`src/rtl/core/bpa_pkg.sv`:
```
package bpa_pkg;

  // default sizing
  localparam int NUM_PAGES_DEF  = 4096;
  localparam int NUM_ORDERS_DEF = 11;
  localparam int PAGE_COUNT_RST = 4096;

  // fixed field widths
  localparam int FUNC_W   = 2;
  localparam int ORDER_W  = 4;
  localparam int PAGE_W   = 12;
  localparam int STATUS_W = 2;
  localparam int TOTAL_W  = 13;
  localparam int CFG_W    = 13;
  localparam int IN_W     = 24;
  localparam int OUT_W    = 32;
  // scratch width for page arithmetic over the whole parameter range
  localparam int XW       = 17;

  localparam logic [ORDER_W-1:0] TAG_INUSE = 4'd15;

  // operation codes
  localparam logic [FUNC_W-1:0] FN_ALLOC = 2'd0;
  localparam logic [FUNC_W-1:0] FN_FREE  = 2'd1;
  localparam logic [FUNC_W-1:0] FN_INIT  = 2'd2;

  // result status codes
  localparam logic [STATUS_W-1:0] STS_OK        = 2'd0;
  localparam logic [STATUS_W-1:0] STS_NO_BLOCK  = 2'd1;
  localparam logic [STATUS_W-1:0] STS_BAD_ORDER = 2'd2;
  localparam logic [STATUS_W-1:0] STS_BAD_PAGE  = 2'd3;

  typedef enum logic [4:0] {
    OP_NONE,
    OP_LOAD,
    OP_BAD_ORDER,
    OP_NO_BLOCK,
    OP_BAD_PAGE,
    OP_ALLOC_TAKE,
    OP_RD_TAG_PG,
    OP_FREE_GO,
    OP_RD_TAG_BUD,
    OP_RD_LINKS,
    OP_UNLINK1,
    OP_UNLINK2,
    OP_MERGE,
    OP_DEC_ORD,
    OP_ALLOC_FIN,
    OP_PUSH_A_IDX,
    OP_PUSH_A_SPLIT,
    OP_PUSH_B,
    OP_CLEAR,
    OP_SWEEP,
    OP_INIT_PAGE,
    OP_EMIT
  } op_t;

  typedef enum logic [4:0] {
    S_IDLE,
    S_DISPATCH,
    S_BADORD,
    S_A_FIND,
    S_A_SPLIT,
    S_F_RD,
    S_F_CHK,
    S_R_CHK,
    S_R_TAG,
    S_U_RD,
    S_U_W1,
    S_U_W2,
    S_P_A,
    S_P_B,
    S_CLEAR,
    S_SWEEP,
    S_I_NEXT,
    S_EMIT
  } state_t;

  typedef struct packed {
    op_t op;
  } dp_cmd_t;

  typedef struct packed {
    logic [FUNC_W-1:0] func;
    logic              ord_big;
    logic              found;
    logic              free_bad;
    logic              bud_ok;
    logic              tag_match;
    logic              split_more;
    logic              sweep_last;
    logic              init_more;
    logic              out_free;
  } dp_stat_t;

endpackage

```
`src/rtl/core/bpa_ctrl.sv`:
```
module bpa_ctrl import bpa_pkg::*; (
  input  logic     clk,
  input  logic     rst_n,
  input  logic     in_tvalid,
  output logic     in_tready,
  input  dp_stat_t stat,
  output dp_cmd_t  cmd
);

  state_t state_r, state_nxt;
  logic   is_alloc, is_init;

  assign is_alloc  = (stat.func == FN_ALLOC);
  assign is_init   = (stat.func == FN_INIT);
  assign in_tready = (state_r == S_IDLE);

  // state register, reset starts with the tag clearing pass
  always_ff @(posedge clk) begin
    if (!rst_n) begin
      state_r <= S_SWEEP;
    end else begin
      state_r <= state_nxt;
    end
  end

  // next state
  always_comb begin
    state_nxt = state_r;
    case (state_r)
      S_IDLE:     if (in_tvalid) state_nxt = S_DISPATCH;
      S_DISPATCH: begin
        if (stat.func == FN_ALLOC) begin
          state_nxt = stat.ord_big ? S_BADORD : S_A_FIND;
        end else if (stat.func == FN_FREE) begin
          state_nxt = stat.ord_big ? S_BADORD : S_F_RD;
        end else if (stat.func == FN_INIT) begin
          state_nxt = S_CLEAR;
        end else begin
          state_nxt = S_EMIT;
        end
      end
      S_BADORD:   state_nxt = S_EMIT;
      S_A_FIND:   state_nxt = stat.found ? S_U_RD : S_EMIT;
      S_A_SPLIT:  state_nxt = stat.split_more ? S_P_A : S_EMIT;
      S_F_RD:     state_nxt = S_F_CHK;
      S_F_CHK:    state_nxt = stat.free_bad ? S_EMIT : S_R_CHK;
      S_R_CHK:    state_nxt = stat.bud_ok ? S_R_TAG : S_P_A;
      S_R_TAG:    state_nxt = stat.tag_match ? S_U_RD : S_P_A;
      S_U_RD:     state_nxt = S_U_W1;
      S_U_W1:     state_nxt = S_U_W2;
      S_U_W2:     state_nxt = is_alloc ? S_A_SPLIT : S_R_CHK;
      S_P_A:      state_nxt = S_P_B;
      S_P_B: begin
        if (is_alloc) begin
          state_nxt = S_A_SPLIT;
        end else begin
          state_nxt = is_init ? S_I_NEXT : S_EMIT;
        end
      end
      S_CLEAR:    state_nxt = S_SWEEP;
      S_SWEEP: begin
        if (stat.sweep_last) state_nxt = is_init ? S_I_NEXT : S_IDLE;
      end
      S_I_NEXT:   state_nxt = stat.init_more ? S_R_CHK : S_EMIT;
      S_EMIT:     if (stat.out_free) state_nxt = S_IDLE;
      default:    state_nxt = S_IDLE;
    endcase
  end

  // datapath command
  always_comb begin
    cmd.op = OP_NONE;
    case (state_r)
      S_IDLE:     if (in_tvalid) cmd.op = OP_LOAD;
      S_BADORD:   cmd.op = OP_BAD_ORDER;
      S_A_FIND:   cmd.op = stat.found ? OP_ALLOC_TAKE : OP_NO_BLOCK;
      S_A_SPLIT:  cmd.op = stat.split_more ? OP_DEC_ORD : OP_ALLOC_FIN;
      S_F_RD:     cmd.op = OP_RD_TAG_PG;
      S_F_CHK:    cmd.op = stat.free_bad ? OP_BAD_PAGE : OP_FREE_GO;
      S_R_CHK:    if (stat.bud_ok) cmd.op = OP_RD_TAG_BUD;
      S_U_RD:     cmd.op = OP_RD_LINKS;
      S_U_W1:     cmd.op = OP_UNLINK1;
      S_U_W2:     cmd.op = is_alloc ? OP_UNLINK2 : OP_MERGE;
      S_P_A:      cmd.op = is_alloc ? OP_PUSH_A_SPLIT : OP_PUSH_A_IDX;
      S_P_B:      cmd.op = OP_PUSH_B;
      S_CLEAR:    cmd.op = OP_CLEAR;
      S_SWEEP:    cmd.op = OP_SWEEP;
      S_I_NEXT:   if (stat.init_more) cmd.op = OP_INIT_PAGE;
      S_EMIT:     if (stat.out_free) cmd.op = OP_EMIT;
      default:    cmd.op = OP_NONE;
    endcase
  end

endmodule

```
`config.mk`:
```
export PLATFORM = sky130hd
export DESIGN_NAME = bpa_ctrl
export DESIGN_NICKNAME = d
export VERILOG_FILES = /design/src/rtl/core/bpa_pkg.sv /design/src/rtl/core/bpa_ctrl.sv
export SDC_FILE = /design/constraint.sdc
export NUM_CORES = 1
export LEC_CHECK = 0
export BUFFER_PORTS_ARGS = -buffer_cell sky130_fd_sc_hd__buf_2
export CORE_UTILIZATION = 30
export DETAILED_ROUTE_END_ITERATION = 10
export PLACE_DENSITY = 0.58
export SKIP_LAST_GASP = 1
export SLEW_MARGIN = 20
export SYNTH_ARGS = -nofsm -noshare
export SYNTH_HDL_FRONTEND = slang
export SYNTH_SLANG_ARGS = --single-unit
```
`constraint.sdc`:
```
create_clock -name clk -period 2.8 [get_ports clk]
set_input_delay 0.42 -clock clk [delete_from_list [all_inputs] [get_ports clk]]
set_output_delay 0.42 -clock clk [all_outputs]
set_load 0.005 [all_outputs]
```
==> results_dict.tcl <==
set metrics [dict create \
    cts_hold_buf 0 \
    clock_path_buffers 2 \
    multi_input_area_um2 698.2 \
    hpwl_um 2000 \
    critPathMaxFanout 20 \
    port_buffers 19 \
    layout_commonest_cell "buf_2" \
    die_area_um2 3183 \
    final_cell_mix "buf_2, o21ai_0, nor2_1, a21oi_1, nand2_1" \
    drv_cap 0 \
    hp-class "in2reg" \
    finalSetupTns_ns 0 \
    slowest_stage "dfxtp_1" \
    ctsResizeCount 0 \
    nets 154 \
    vdd_drop_max_v 0.0005604 \
    routed_wl_um 2717 \
    syn_area_per_cell_um2 7.107 \
    grt_start_max_net_pins 27 \
    finalMaxSlewViolations 0 \
    largest_register_ffs 5 \
    hold_viol_final 0 \
    io_pins 20 \
    initial_core_util 0.3194 \
    cp_top_family "simple AND/OR/NAND/NOR gates" \
    numCtsBuffers 3 \
    cts_setup_buffers 0 \
    critPathBufInv 1 \
    critPathCaptureType "output port" \
    regMostFlops "state_r" \
    first_pass_iters 4 \
    post_synth_instance_area_um2 888.4 \
    status "finished, final reports clean" \
    overflow 0 \
    place_ws_ns 0.6260 \
    cp.required_ns 2.38 \
    crit_chain "or3b_1 -> or3_1 -> o21ai_1 -> buf_2" \
    synth.distinct_cells 53 \
    critical_path_class "reg2out" \
    drive_above_1_share 0.2374 \
    syn_inst 125 \
    grt_pass1_vias 918 \
    avgRoutedWirePerCell_um 15.98 \
    slew_headroom 0.4583 \
    die_w_um 56.42 \
    ant_nets 0 \
    mappedNetlistNets 139 \
    num_vias 1077 \
    pwr_density_cell_nw_per_um2 1017 \
    grt_pass1_wl_um 4436 \
    hold_ws_ns 0.4660 \
    cts.sinks 5 \
    via_per_inst 6.335 \
    cp_slowest_stage_delay_ns 0.72 \
    die_h_um 56.42 \
    fin_ws_ns 0.3254 \
    fin_crit_ns 2.475 \
    antenna_cells 0 \
    synth_edf_count 0 \
    async_flop_share 0 \
    ys_seq_area_frac 0.1127 \
    synth-simple-area-share 0.3423 \
    row_count 19 \
    leakagePower_nw 0.3987 \
    ys.flop_type "dfxtp_1" \
    cts_root_buf "clkbuf_4" \
    design.core.area_um2 2781 \
    globalplace.congestion 0.9574 \
    rsz0062_at_grt "no" \
    area_growth_pct 11.69 \
    yosys_warnings 0 \
    drt_iter0_markers 56 \
    grtUsageTotal 0.1725 \
    setup_viol 0 \
    startpoint_type "flip-flop" \
    clk_latency_ns 0.23 \
    synthXorXnorAreaFrac 0 \
    yosys.area_share.adder 0 \
    clk_pin_slew_ns 0.04 \
    synth-compound-area-share 0.4211 \
    finalCritPeriodShare 0.8838 \
    n_fill_cell 291 \
    fin_util 0.3567 \
    finClkSkew_ns 0.002747 \
    crit_arrival_ns 2.05 \
    htreeDepth 1 \
    tightest_slew_ns 0.8114 \
    ys_ff_latch 5 \
    synth_mux_area_frac 0.02254 \
    antenna_found_initial 0 \
    cts_tree "done" \
    timing.fmax_ghz 0.4041 \
    synth_top_family_by_area "compound AO/OA/AOI/OAI gates" \
    ff_latch_area_um2 100.1 \
    drc 0 \
    reg_top3 "state_r x5" \
]
==> where the power goes <==
part,switching (mW),internal (mW),leakage [nW],total (mW)
combinational,0.341,0.323,0.342,0.664
clock,0.0258,0.0536,0.0150,0.0794
sequential,0.162,0.104,0.0417,0.266
total,0.529,0.481,0.399,1.01
==> final timing paths <==
kind,from,to,slack (ns),cells after the start
worst max register to register,state_r[1]$_SDFFE_PN1P_,state_r[0]$_SDFFE_PN1P_,0.72,4
worst max-delay path,state_r[4]$_SDFFE_PN0P_,cmd[2],0.33,4
worst min-delay path,rst_n,state_r[4]$_SDFFE_PN0P_,0.47,3
worst min register to register,state_r[4]$_SDFFE_PN0P_,state_r[3]$_SDFFE_PN1P_,0.79,1
==> metrics by stage <==
stage / instance area (µm²) / total power [mW] / std cells
3_3_place_gp: 965.9 / 0.9081 / 166
2_1_floorplan: 888.4 / 0.7567 / 125
5_1_grt: 992.2 / 1.102 / 170
4_1_cts: 992.2 / 1.000 / 170
6_report: 992.2 / 1.009 / 170
3_5_place_dp: 965.9 / 0.9136 / 166
==> synth_stat cells, drive strengths merged (2+ instances only) <==
cell type,instances,area (µm²)
o21ai,12,60.05
buf,10,67.56
a21oi,9,45.04
nand2,9,36.29
nor2,9,33.78
dfxtp,5,100.1
inv,5,18.77
or3,5,36.28
a211oi,4,30.03
a31oi,3,18.77
nand2b,3,18.77
nand3,3,15.01
nor2b,3,18.77
nor3b,3,22.52
or2,3,18.77
a2111oi,2,23.77
a2bb2oi,2,17.52
mux2i,2,20.02
nand4b,2,17.52
o211ai,2,15.01
o221a,2,22.52
o22ai,2,12.51
or3b,2,17.52
==> metal layers <==
| layer | global-route usage | up-vias | routed length [µm] |
|---|---|---|---|
| met3 | 0.01613 | 5 | 213 |
| met2 | 0.2568 | 56 | 1251 |
| met5 | 0 | - | 0 |
| met1 | 0.2514 | 500 | 1211 |
| met4 | 0.07317 | 0 | 40 |
| li1 | - | 516 | - |
==> cell type report <==
class | instances | share of cell area
Timing Repair Buffer | 21 | 0.1110
Inverter | 5 | 0.01892
Tap cell | 31 | 0.03909
Clock buffer | 4 | 0.02648
Multi-Input combinational cell | 104 | 0.7037
Sequential cell | 5 | 0.1009
==> logic make-up after synthesis <==
kind of cell / after synthesis
AOI/OAI and AO/OA: 52
buffers and inverters: 16
and+or+nand+nor: 50
muxes: 2
DFF: 5
==> tightest hold or removal path: cells and delay by family <==
kind	cells	cell delay, ns
AOI/OAI and AO/OA	2	0.12
buffers and inverters	1	0.11
Power figures use the tool's default switching activity.
